`config.mk`:
```
export PLATFORM = sky130hd
export DESIGN_NAME = servo_packet_deframer_unit
export DESIGN_NICKNAME = d
export VERILOG_FILES = /design/src/design/spd_pkg.sv /design/src/design/spd_step.sv /design/src/design/servo_packet_deframer_unit.sv
export SDC_FILE = /design/constraint.sdc
export NUM_CORES = 1
export LEC_CHECK = 0
export ABC_AREA = 1
export BUFFER_PORTS_ARGS = -buffer_cell sky130_fd_sc_hd__buf_2
export CAP_MARGIN = 20
export CORE_MARGIN = 1
export CORE_UTILIZATION = 54
export CTS_CLUSTER_DIAMETER = 200
export DETAILED_ROUTE_END_ITERATION = 10
export GPL_TIMING_DRIVEN = 1
export PLACE_DENSITY = 0.85
export SETUP_SLACK_MARGIN = 0.05
export SYNTH_ARGS = -nofsm -noshare
export SYNTH_HDL_FRONTEND = slang
export SYNTH_SLANG_ARGS = --single-unit
```
`constraint.sdc`:
```
create_clock -name aclk -period 3.1 [get_ports aclk]
set_input_delay 0.62 -clock aclk [delete_from_list [all_inputs] [get_ports aclk]]
set_output_delay 0.62 -clock aclk [all_outputs]
set_load 0.02 [all_outputs]
```
`src/design/spd_pkg.sv`:
```
// shared types and constants of the servo packet deframer
package spd_pkg;

    localparam logic [7:0] HDR_BYTE = 8'hff;
    localparam logic [7:0] V2_MARK  = 8'hfd;

    localparam logic [16:0] V1_LEN_POS = 17'd3;
    localparam logic [16:0] V2_LEN_POS = 17'd6;

    localparam logic [2:0] PH_HUNT1 = 3'd0;
    localparam logic [2:0] PH_HUNT2 = 3'd1;
    localparam logic [2:0] PH_VER   = 3'd2;
    localparam logic [2:0] PH_HDR   = 3'd3;
    localparam logic [2:0] PH_BODY  = 3'd4;

    typedef struct packed {
        logic [2:0]  phase;
        logic        version;
        logic [7:0]  len_lo;
        logic [15:0] remaining;
        logic [16:0] offset;
    } parse_state_t;

    typedef struct packed {
        logic [7:0]  data_byte;
        logic        in_frame;
        logic        header_found;
        logic        protocol_version;
        logic [16:0] frame_position;
        logic [15:0] declared_length;
        logic        frame_last;
    } frame_result_t;

endpackage

```
`src/design/spd_step.sv`:
```
// per-byte framing decision and next parser state
module spd_step
    import spd_pkg::*;
(
    input  parse_state_t  cur_state,
    input  logic [7:0]    rx_byte,
    input  logic          abort_frame,
    output parse_state_t  next_state,
    output frame_result_t result
);

    logic [16:0] pos;
    logic [16:0] len_pos;
    logic [15:0] len;
    logic [15:0] rem;
    logic [16:0] dlen_wide;

    always_comb begin
        pos       = cur_state.offset + 17'd1;
        len_pos   = cur_state.version ? V2_LEN_POS : V1_LEN_POS;
        len       = cur_state.version ? {rx_byte, cur_state.len_lo} : {8'd0, rx_byte};
        rem       = (cur_state.remaining == 16'd0) ? 16'd0 : cur_state.remaining - 16'd1;
        dlen_wide = pos + {1'b0, rem} - len_pos;

        next_state = cur_state;
        result     = '0;
        result.data_byte = rx_byte;

        if (abort_frame) begin
            next_state = '0;
        end else begin
            unique case (cur_state.phase)
                PH_HUNT2: begin
                    if (rx_byte == HDR_BYTE) begin
                        next_state.phase  = PH_VER;
                        next_state.offset = 17'd1;
                        result.frame_position = 17'd1;
                    end else begin
                        next_state = '0;
                    end
                end
                PH_VER: begin
                    next_state.version = (rx_byte == V2_MARK);
                    next_state.offset  = 17'd2;
                    next_state.phase   = PH_HDR;
                    result.in_frame         = 1'b1;
                    result.header_found     = 1'b1;
                    result.protocol_version = (rx_byte == V2_MARK);
                    result.frame_position   = 17'd2;
                end
                PH_HDR: begin
                    next_state.offset = pos;
                    result.in_frame         = 1'b1;
                    result.protocol_version = cur_state.version;
                    result.frame_position   = pos;
                    if (cur_state.version && pos == V2_LEN_POS - 17'd1) begin
                        next_state.len_lo = rx_byte;
                    end
                    if (pos >= len_pos) begin
                        result.declared_length = len;
                        next_state.remaining   = len;
                        if (len == 16'd0) begin
                            result.frame_last = 1'b1;
                            next_state = '0;
                        end else begin
                            next_state.phase = PH_BODY;
                        end
                    end
                end
                PH_BODY: begin
                    next_state.offset    = pos;
                    next_state.remaining = rem;
                    result.in_frame         = 1'b1;
                    result.protocol_version = cur_state.version;
                    result.frame_position   = pos;
                    result.declared_length  = dlen_wide[15:0];
                    if (rem == 16'd0) begin
                        result.frame_last = 1'b1;
                        next_state = '0;
                    end
                end
                default: begin
                    if (rx_byte == HDR_BYTE) begin
                        next_state = '0;
                        next_state.phase = PH_HUNT2;
                    end else begin
                        next_state = '0;
                    end
                end
            endcase
        end
    end

endmodule

```
`src/design/servo_packet_deframer_unit.sv`:
```
// servo bus packet deframer top level: byte stream in, tagged byte stream out
// the result of an input transfer appears on the m_ side in the next cycle
// throughput: one byte per cycle while m_tready is high, set by the single result register
// s_tready stays high while the result register is empty or being drained
// reset (aresetn low, synchronous) returns the parser to header hunting
// and empties the result register
module servo_packet_deframer_unit
    import spd_pkg::*;
(
    input  logic        aclk,
    input  logic        aresetn,
    input  logic        s_tvalid,
    output logic        s_tready,
    input  logic [7:0]  s_tdata,   // rx_byte
    input  logic        s_tuser,   // abort_frame
    output logic        m_tvalid,
    input  logic        m_tready,
    output logic [47:0] m_tdata,   // data_byte, frame_position, declared_length, zero pad
    output logic [2:0]  m_tuser,   // in_frame, header_found, protocol_version
    output logic        m_tlast    // frame_last
);

    parse_state_t  state_reg;
    parse_state_t  state_next;
    frame_result_t step_result;
    frame_result_t result_reg;
    logic          m_tvalid_reg;
    logic          s_fire;

    spd_step u_step (
        .cur_state   (state_reg),
        .rx_byte     (s_tdata),
        .abort_frame (s_tuser),
        .next_state  (state_next),
        .result      (step_result)
    );

    assign s_tready = !m_tvalid_reg || m_tready;
    assign s_fire   = s_tvalid && s_tready;

    always_ff @(posedge aclk) begin
        if (!aresetn) begin
            state_reg    <= '0;
            m_tvalid_reg <= 1'b0;
        end else begin
            if (s_fire) begin
                state_reg    <= state_next;
                m_tvalid_reg <= 1'b1;
            end else if (m_tready) begin
                m_tvalid_reg <= 1'b0;
            end
        end
    end

    always_ff @(posedge aclk) begin
        if (s_fire) begin
            result_reg <= step_result;
        end
    end

    assign m_tvalid = m_tvalid_reg;
    assign m_tdata  = {7'd0, result_reg.declared_length, result_reg.frame_position,
                       result_reg.data_byte};
    assign m_tuser  = {result_reg.protocol_version, result_reg.header_found,
                       result_reg.in_frame};
    assign m_tlast  = result_reg.frame_last;

endmodule

```
==> results of run 1 <==
[layout make-up]
class	count	area, um2
Inverter	124	470
Sequential cell	91	2280
Tap cell	143	179
Multi-Input combinational cell	651	3800
Fill cell	859	3310
Clock inverter	7	68.8
Clock buffer	9	225
Timing Repair Buffer	161	1080
[per-stage QoR]
step | setup TNS [ns] | area [um2] | worst slack [ns] | power (W)
floorplan | 0 | 6370 | 0.0581 | 0.00145
global placement | -0.134 | 7370 | -0.0548 | 0.00151
detailed placement | -0.683 | 7370 | -0.164 | 0.00151
CTS | 0 | 7820 | 0.00432 | 0.00260
global route | -0.949 | 8110 | -0.258 | 0.00267
finish | -0.134 | 8110 | -0.118 | 0.00260
[cell families (layout without fill, tap and decap cells)]
kind of cell | Yosys count | count (layout) | share of synthesized area, %
flops | 91 | 91 | 35.9
buf+inv | 153 | 301 | 10.1
simple gates | 460 | 461 | 33.2
fa+ha+maj | 36 | 36 | 7.23
other cells | 1 | 7 | 0.0592
compound gates | 134 | 134 | 11.1
xor+xnor | 13 | 13 | 2.45
[worst paths after layout]
path / start / end / slack (ns)
setup / recovery: state_reg[20]$_SDFFE_PN0P_ / m_tdata[39]$_SDFFCE_PP0P_ / -0.12
hold / removal: s_tdata[5] / m_tdata[5]$_DFFE_PP_ / 0.47
setup reg to reg: state_reg[20]$_SDFFE_PN0P_ / m_tdata[39]$_SDFFCE_PP0P_ / -0.12
hold reg to reg: state_reg[16]$_SDFFE_PN0P_ / state_reg[16]$_SDFFE_PN0P_ / 0.48
[synthesized netlist by cell type (all sizes together), types with 2 or more instances]
master  count  area share [%]
nand2     232              14
inv       122             7.2
nand3b     10             1.2
nor2       99             6.8
dfxtp      46              15
o21ai      47             3.7
o22ai       3            0.30
xnor2       3            0.65
clkbuf     13            0.77
a31oi       4            0.39
nand3      77             6.6
a21oi      70             5.5
nor4        3            0.30
clkinv      2            0.12
or2         4            0.39
nor3       14             1.4
a21o        4            0.47
o21bai      4            0.47
ha         35             6.9
edfxtp     45              21
nand4      20             2.1
xor2       10             1.8
buf        16             2.0
[per-layer routing]
metal | global-route usage (%) | part of all wire (%) | up-vias
met5 | 0 | 0 | -
met4 | 17.1 | 5.1 | 0
met3 | 5.06 | 11 | 115
met2 | 50.0 | 46 | 462
met1 | 42.0 | 38 | 3141
li1 | - | - | 3204
[worst max-delay path, cell delays in order, from the launching register on]
cell and delay, ns:
sky130_fd_sc_hd__dfxtp_1 0.39, sky130_fd_sc_hd__nor2_4 0.18, sky130_fd_sc_hd__nand2_4 0.08, sky130_fd_sc_hd__nor2_4 0.11, sky130_fd_sc_hd__nand2_4 0.10, sky130_fd_sc_hd__nand2_4 0.09, sky130_fd_sc_hd__xor2_1 0.14, sky130_fd_sc_hd__inv_1 0.06
sky130_fd_sc_hd__ha_2 0.16, sky130_fd_sc_hd__o21bai_1 0.15, sky130_fd_sc_hd__ha_1 0.36, sky130_fd_sc_hd__a21oi_2 0.19, sky130_fd_sc_hd__nand2_2 0.09, sky130_fd_sc_hd__nand4_1 0.11, sky130_fd_sc_hd__nand3_2 0.12, sky130_fd_sc_hd__a21oi_2 0.15
sky130_fd_sc_hd__nor2_1 0.05, sky130_fd_sc_hd__nor2_1 0.13, sky130_fd_sc_hd__xor2_1 0.19, sky130_fd_sc_hd__o22ai_1 0.10
[power breakdown]
| part | internal [W] | switching, W | total, W |
|---|---|---|---|
| Combinational | 0.0000486 | 0.000143 | 0.000192 |
| Clock | 0.000569 | 0.000545 | 0.00111 |
| Sequential | 0.00129 | 0.00000941 | 0.00130 |
| Total | 0.00191 | 0.000697 | 0.00260 |
[timing repair]
action / 4_1_cts / 5_1_grt
buffers inserted: 6 / 5
gates cloned: 1 / 0
pin swaps: 14 / 25
hold endpoints to repair: 0 / 0
hold buffers: 0 / 0
resized for setup: 32 / 60
endpoints found under the setup margin: 11 / 54
==> qor.txt, run 1 <==
==================================================================================================
Run status                                                                            finished, violations left
Violations in the final reports                                                       DRC, setup timing
Cells after synthesis                                                                          888
Final weighted congestion of routability-driven global placement                             0.965
Category of the worst setup path capture point                                            register
Unrepaired setup endpoints after global routing                                                yes
Buffer depth of the longest clock path                                                           2
Average footprint of a synthesized cell                                                   7.14 um2
Period utilisation layout                                                                     104%
Maximum capacitance violations                                                                   0
Class of the most critical hold timing path                                           primary input to register
Dpl cells                                                                                    1,158
Final Util                                                                                   71.0%
Clock transition time at the flip-flop clock pins of the worst setup and hold paths        0.07 ns
Final setup margin                                                                       -0.118 ns
Worst IR drop on VDD                                                                    0.000316 V
Shortest clock period the worst path allows after layout                                   3.22 ns
Total of buffers placed on input and output ports                                               59
Sequential-to-total area share from yosys stat                                               35.9%
Number of cells on the worst hold path                                                           1
Most used cells in the layout excluding fill and tap cells                            sky130_fd_sc_hd__nand2_1, sky130_fd_sc_hd__inv_1, sky130_fd_sc_hd__buf_4
TritonCTS buffer count                                                                           9
Total power density per cell area                                                       321 nW/um2
Antenna violations before repair                                                                 0
Routed via count divided by cell count                                                        5.84
Worst slack on hold paths                                                                 0.467 ns
Number of antenna diodes                                                                         0
Layout cell share with drive strength beyond 1                                               28.1%
Cell leakage power                                                                         3.68 nW
Crit path arrival time                                                                     3.32 ns
Slew Viols, Final                                                                                0
Number of vias after detailed routing                                                        6,922
Die extent in x                                                                             110 um
Chip Height                                                                                 110 um
Post-detailed-route wirelength per cell                                                    16.7 um
Setup-failing EPs final                                                                          2
DRC violation total after the first TritonRoute iteration                                      757
Classification of the worst setup path                                                register to register
Worst slew slack as a fraction of its limit                                                  53.0%
Standard cell core area                                                                 11,400 um2
Global-route wire length before repair                                                     29.4 mm
Most common cell after layout, fill and taps aside                                    sky130_fd_sc_hd__nand2_1
Worst endpoint required time                                                               3.20 ns
CTS root buf                                                                          sky130_fd_sc_hd__clkbuf_16
Total Nets Final                                                                             1,087
Async SR Flop Fraction                                                                          0%
Netlist area before placement                                                             6340 um2
First drt pass iteration count                                                                   9
Warnings, synthesis                                                                              0
Post-synthesis sequential element count                                                         91
Number of global-route vias before repair                                                    6,024
Die area                                                                                12,200 um2
Number of enable flip-flop cells after synthesis                                                45
Critical Path Source Type                                                                 register
Unique masters post-synth                                                                       45
Top_reg_cell synth                                                                    sky130_fd_sc_hd__dfxtp_1
Slew at the pin closest to its max-slew limit                                             0.705 ns
Growth of design area from synthesis to finish                                               27.9%
Half-perimeter wire length after placement                                                 13.6 mm
Worst Path Max Fanout                                                                            6
Worst R2R Path Depth                                                                            19
Total Wirelength                                                                           19.8 mm
DRC violations left                                                                              1
Final std cells w/o fill                                                                     1,186
Maximum achievable frequency                                                               311 MHz
Clock skew after layout                                                                 0.00757 ns
Clock tree from TritonCTS                                                                    built
Clock net sink count                                                                            91
Clock H-tree levels                                                                              3
Pin count of the biggest net entering global routing                                            27
Final ANT Viol Nets                                                                              0
Starting Density                                                                             55.5%
Number of placed I/O pins                                                                       67
Clk_lat worst skew                                                                         0.36 ns
Largest register FFs                                                                            45
Core Rows                                                                                       39
Total Routing Usage GR                                                                       31.9%
Global route overflow                                                                            0
Number of failing hold endpoints at the final stage                                              0
==================================================================================================
(Power assumes the default switching activity.)
==> inputs of run 2 (changes only) <==
- PLACE_DENSITY: 0.85 -> 0.77
==> qor.txt, run 2 (same netlist as run 1, synthesis figures left out) <==
==================================================================================================
First drt pass iteration count                                                                   6
Final setup margin                                                                      -0.0481 ns
Global-route wire length before repair                                                     29.2 mm
Clock net sink count                                                                            91
Slew Viols, Final                                                                                0
Run status                                                                            finished, violations left
Delay contributed by the slowest stage of the critical path                                0.37 ns
CTS root buf                                                                          sky130_fd_sc_hd__clkbuf_16
Final std cells w/o fill                                                                     1,194
Clock tree from TritonCTS                                                                    built
TritonCTS buffer count                                                                           9
Shortest clock period the worst path allows after layout                                   3.15 ns
Die extent in x                                                                             110 um
DRC violation total after the first TritonRoute iteration                                      574
Number of antenna diodes                                                                         0
Hold buffers post-CTS                                                                            0
Critical Path Source Type                                                                 register
Total of buffers placed on input and output ports                                               59
Clock skew after layout                                                                  0.0130 ns
Total Routing Usage GR                                                                       31.8%
Clk_lat worst skew                                                                         0.37 ns
Total Nets Final                                                                             1,095
Slew at the pin closest to its max-slew limit                                             0.691 ns
Largest register FFs                                                                            45
Buffer depth of the longest clock path                                                           2
Worst Path Max Fanout                                                                            5
Total power density per cell area                                                       318 nW/um2
Maximum achievable frequency                                                               318 MHz
Final ANT Viol Nets                                                                              0
Period utilisation layout                                                                     102%
Core Rows                                                                                       39
Global route overflow                                                                            0
Setup-failing EPs final                                                                          1
Unrepaired setup endpoints after global routing                                                yes
Chip Height                                                                                 110 um
Standard cell core area                                                                 11,400 um2
Layout cell share with drive strength beyond 1                                               31.0%
Post-detailed-route wirelength per cell                                                    16.0 um
Number of placed I/O pins                                                                       67
Number of global-route vias before repair                                                    6,001
Total Wirelength                                                                           19.1 mm
Classification of the worst setup path                                                register to register
Cell leakage power                                                                         3.75 nW
Growth of design area from synthesis to finish                                               30.9%
Maximum capacitance violations                                                                   0
Dpl cells                                                                                    1,162
Half-perimeter wire length after placement                                                 13.6 mm
Worst IR drop on VDD                                                                    0.000391 V
Worst endpoint required time                                                               3.21 ns
Category of the worst setup path capture point                                            register
Worst path cell trace                                                                 inv_4 > ha_4 > buf_6 > xor2_4 > nand2_4 > xor2_1 > inv_1 > ha_2 > o21bai_1 > ha_1 > a21oi_2 > nand2_2 > nand4_1 > nand3_2 > a21oi_2 > nor2_1 > nor2_1 > xor2_1 > o22ai_1
Number of failing hold endpoints at the final stage                                              0
Final weighted congestion of routability-driven global placement                             0.970
Class of the most critical hold timing path                                           primary input to register
Worst Setup Slack post-DPL                                                               -0.153 ns
Antenna violations before repair                                                                 1
Starting Density                                                                             55.5%
Die area                                                                                12,200 um2
Pin count of the biggest net entering global routing                                            29
Violations in the final reports                                                       setup timing
Clock transition time at the flip-flop clock pins of the worst setup and hold paths        0.07 ns
Crit path arrival time                                                                     3.26 ns
Critical Path Slowest Stage Cell                                                      sky130_fd_sc_hd__ha_1
Clock H-tree levels                                                                              3
DRC violations left                                                                              0
Routed via count divided by cell count                                                        5.59
Most used cells in the layout excluding fill and tap cells                            sky130_fd_sc_hd__nand2_1, sky130_fd_sc_hd__inv_1, sky130_fd_sc_hd__buf_4
Worst slew slack as a fraction of its limit                                                  53.9%
Number of vias after detailed routing                                                        6,676
Most common cell after layout, fill and taps aside                                    sky130_fd_sc_hd__nand2_1
==================================================================================================
run 2: cell types whose count changed in the layout (fill, tap and decap cells not counted), sizes merged:
cell,before,now
buf,161,169
inv,126,124
bufinv,0,1
clkinvlp,0,1
run 2: path summary, 6_finish.rpt:
path                                    from                          to  slack, ns  cells past startpoint
setup reg to reg  state_reg[17]$_SDFFE_PN0P_   m_tdata[39]$_SDFFCE_PP0P_      -0.05                     19
setup / recovery  state_reg[17]$_SDFFE_PN0P_   m_tdata[39]$_SDFFCE_PP0P_      -0.05                     19
hold / removal                    s_tdata[5]        m_tdata[5]$_DFFE_PP_       0.48                      1
hold reg to reg   state_reg[44]$_SDFFE_PN0P_  state_reg[44]$_SDFFE_PN0P_       0.49                      2
run 2: through the flow:
step           instance area, um2  hold slack (ns)  setup TNS [ns]  power, W  util [%]
6_report                     8300            0.484         -0.0481   0.00264      72.7
3_5_place_dp                 7410            0.475          -0.235   0.00152      64.9
2_1_floorplan                6370            0.454               0   0.00145         -
4_1_cts                      7900            0.472               0   0.00263      69.2
3_3_place_gp                 7410            0.469         -0.0648   0.00152      64.9
5_1_grt                      8300            0.476           -3.17   0.00270      72.7
run 2: what timing repair did:
action	in CTS	in global routing
setup buffers	6	9
cloned	1	0
endpoints found under the hold margin	0	0
resized for setup	44	81
pin swaps	18	38
setup endpoints to repair	9	51
run 2: area by class of cell:
| class | instances | area (um2) |
|---|---|---|
| fill | 875 | 3120 |
| clock buffer | 9 | 225 |
| inverter | 124 | 470 |
| timing repair buffer | 169 | 1150 |
| multi-input combinational | 651 | 3900 |
| tap | 143 | 179 |
| clock inverter | 7 | 73.8 |
| sequential | 91 | 2290 |
run 2: metal layers:
metal  GRT usage (%)  vias up  part of all wire (%)  wire, um
met2            49.3      336                    46      8740
met3            8.29       64                   8.3      1590
li1                -     3219                     -         -
met5               0        -                     0         0
met4            14.5        0                   4.2       799
met1            41.5     3057                    42      7940
run 2: power breakdown:
group	switching [W]	leakage, nW	internal, W
Sequential	0.00000856	0.833	0.00129
Clock	0.000512	0.146	0.000629
Combinational	0.000145	2.77	0.0000516
run 2: critical path, delay by kind of cell (launching register included):
family | cells | cell delay, ns
buf+inv | 3 | 0.24
simple gates | 6 | 0.52
fa+ha+maj | 3 | 0.70
flops | 1 | 0.36
xor+xnor | 3 | 0.48
compound gates | 4 | 0.58
==> inputs of run 3 (changes only) <==
- CORE_MARGIN: 1 -> 2
==> qor.txt, run 3 (same netlist as run 1, synthesis figures left out) <==
==================================================================================================
Critical Path Source Type                                                                 register
Total power density per cell area                                                       332 nW/um2
Worst Path Max Fanout                                                                            6
Violations in the final reports                                                       setup timing
Total of buffers placed on input and output ports                                               59
Routed via count divided by cell count                                                        5.57
Most common cell after layout, fill and taps aside                                    sky130_fd_sc_hd__nand2_1
Chip Height                                                                                 112 um
Period utilisation layout                                                                     102%
Shortest clock period the worst path allows after layout                                   3.15 ns
Worst path cell trace                                                                 inv_4 > ha_4 > nand2_2 > nor2_2 > nand2_2 > nand2_2 > xor2_1 > inv_1 > ha_2 > o21bai_1 > ha_1 > a21oi_2 > nand2_2 > buf_4 > nand2_2 > nand2_1 > o21ai_0 > inv_1 > a21oi_2 > o21ai_2 > a21oi_2
Clock skew after layout                                                                 0.00885 ns
Number of global-route vias before repair                                                    6,220
Slew Viols, Final                                                                                0
Total Nets Final                                                                             1,082
First drt pass iteration count                                                                   6
Global-route wire length before repair                                                     29.5 mm
Standard cell core area                                                                 11,400 um2
Worst Setup Slack post-DPL                                                              -0.0645 ns
Final Util                                                                                   70.1%
Growth of design area from synthesis to finish                                               26.3%
Layout cell share with drive strength beyond 1                                               27.9%
Class of the most critical hold timing path                                           primary input to register
Post-detailed-route wirelength per cell                                                    15.9 um
Cell type group with the largest total delay on the critical path                     compound AO/OA/AOI/OAI gates
Maximum achievable frequency                                                               317 MHz
Finished layout cell area                                                                 8010 um2
Worst R2R Path Depth                                                                            21
Die extent in x                                                                             112 um
Clock net sink count                                                                            91
Number of vias after detailed routing                                                        6,577
Dpl cells                                                                                    1,152
Clock tree from TritonCTS                                                                    built
Starting Density                                                                             55.5%
Setup-failing EPs final                                                                          3
Final setup margin                                                                      -0.0504 ns
Maximum capacitance violations                                                                   0
Path length in cells of the critical path                                                       21
Number of failing hold endpoints at the final stage                                              0
TritonCTS buffer count                                                                           9
Clk_lat worst skew                                                                         0.37 ns
Clock transition time at the flip-flop clock pins of the worst setup and hold paths        0.07 ns
Classification of the worst setup path                                                register to register
Critical Path Slowest Stage Cell                                                      sky130_fd_sc_hd__ha_1
Global route overflow                                                                            0
Final weighted congestion of routability-driven global placement                              1.01
Worst IR drop on VDD                                                                    0.000275 V
Final std cells w/o fill                                                                     1,181
Fillers                                                                                        946
Number of antenna diodes                                                                         0
Hold buffers post-CTS                                                                            0
Largest register FFs                                                                            45
DRC violations left                                                                              0
Number of cells on the worst hold path                                                           1
Die area                                                                                12,600 um2
Antenna violations before repair                                                                 0
Total Routing Usage GR                                                                       29.5%
DRC violation total after the first TritonRoute iteration                                      645
CTS root buf                                                                          sky130_fd_sc_hd__clkbuf_16
Half-perimeter wire length after placement                                                 13.7 mm
Most used cells in the layout excluding fill and tap cells                            sky130_fd_sc_hd__nand2_1, sky130_fd_sc_hd__inv_1, sky130_fd_sc_hd__buf_4
Buffers and inverters on the worst path                                                          4
Total Wirelength                                                                           18.8 mm
Run status                                                                            finished, violations left
Worst slew slack as a fraction of its limit                                                  53.6%
Standard cell area after detailed placement                                               7330 um2
Buffer depth of the longest clock path                                                           2
Worst endpoint required time                                                               3.30 ns
Unrepaired setup endpoints after global routing                                                yes
Number of placed I/O pins                                                                       67
Critical Path Most Common Cell                                                        sky130_fd_sc_hd__nand2_2
Cell leakage power                                                                         3.65 nW
Final ANT Viol Nets                                                                              0
Pin count of the biggest net entering global routing                                            29
Delay contributed by the slowest stage of the critical path                                0.37 ns
Core Rows                                                                                       39
Slew at the pin closest to its max-slew limit                                             0.696 ns
Crit path arrival time                                                                     3.35 ns
Category of the worst setup path capture point                                            register
Clock H-tree levels                                                                              3
==================================================================================================
## run 3: layer usage
layer | track usage, % | up-vias | wire length [um]
met4 | 14.6 | 0 | 687
met2 | 46.4 | 287 | 8710
met1 | 38.7 | 3033 | 7910
met5 | 0 | - | 0
li1 | - | 3207 | -
met3 | 6.59 | 50 | 1470
## run 3: path summary, 6_finish.rpt
path / slack, ns / to / from
worst max-delay path: -0.05 / m_tdata[31]$_SDFFCE_PP0P_ / state_reg[18]$_SDFFE_PN0P_
worst min-delay path: 0.48 / m_tdata[5]$_DFFE_PP_ / s_tdata[5]
worst max register to register: -0.05 / m_tdata[31]$_SDFFCE_PP0P_ / state_reg[18]$_SDFFE_PN0P_
worst min register to register: 0.49 / state_reg[16]$_SDFFE_PN0P_ / state_reg[16]$_SDFFE_PN0P_
## run 3: report_power, final
group          total, W  leakage (nW)  internal [W]  switching (W)
registers       0.00130         0.829       0.00129     0.00000860
logic          0.000194          2.67     0.0000507       0.000143
clock network   0.00117         0.154      0.000640       0.000525
total           0.00266          3.65       0.00198       0.000676
## run 3: area by class of cell
| class | count | area, um2 | share of cell area (%) |
|---|---|---|---|
| multi-input combinational | 650 | 3710 | 46.3 |
| sequential | 91 | 2280 | 28.5 |
| timing repair buffer | 157 | 1060 | 13.2 |
| inverter | 124 | 470 | 5.88 |
| clock buffer | 9 | 225 | 2.81 |
| tap | 143 | 179 | 2.23 |
| clock inverter | 7 | 83.8 | 1.05 |
## run 3: stage by stage
stage          hold slack [ns]  total power (W)  setup TNS (ns)
2_1_floorplan            0.454          0.00145               0
5_1_grt                  0.480          0.00273           -1.80
6_report                 0.481          0.00266          -0.101
3_3_place_gp             0.470          0.00152               0
4_1_cts                  0.477          0.00266               0
3_5_place_dp             0.480          0.00152          -0.190
## run 3: repair_timing
item	4_1_cts	5_1_grt
setup buffers	5	8
gates resized for setup	22	60
pin swaps	15	29
setup endpoints to repair	8	31
cloned	0	0
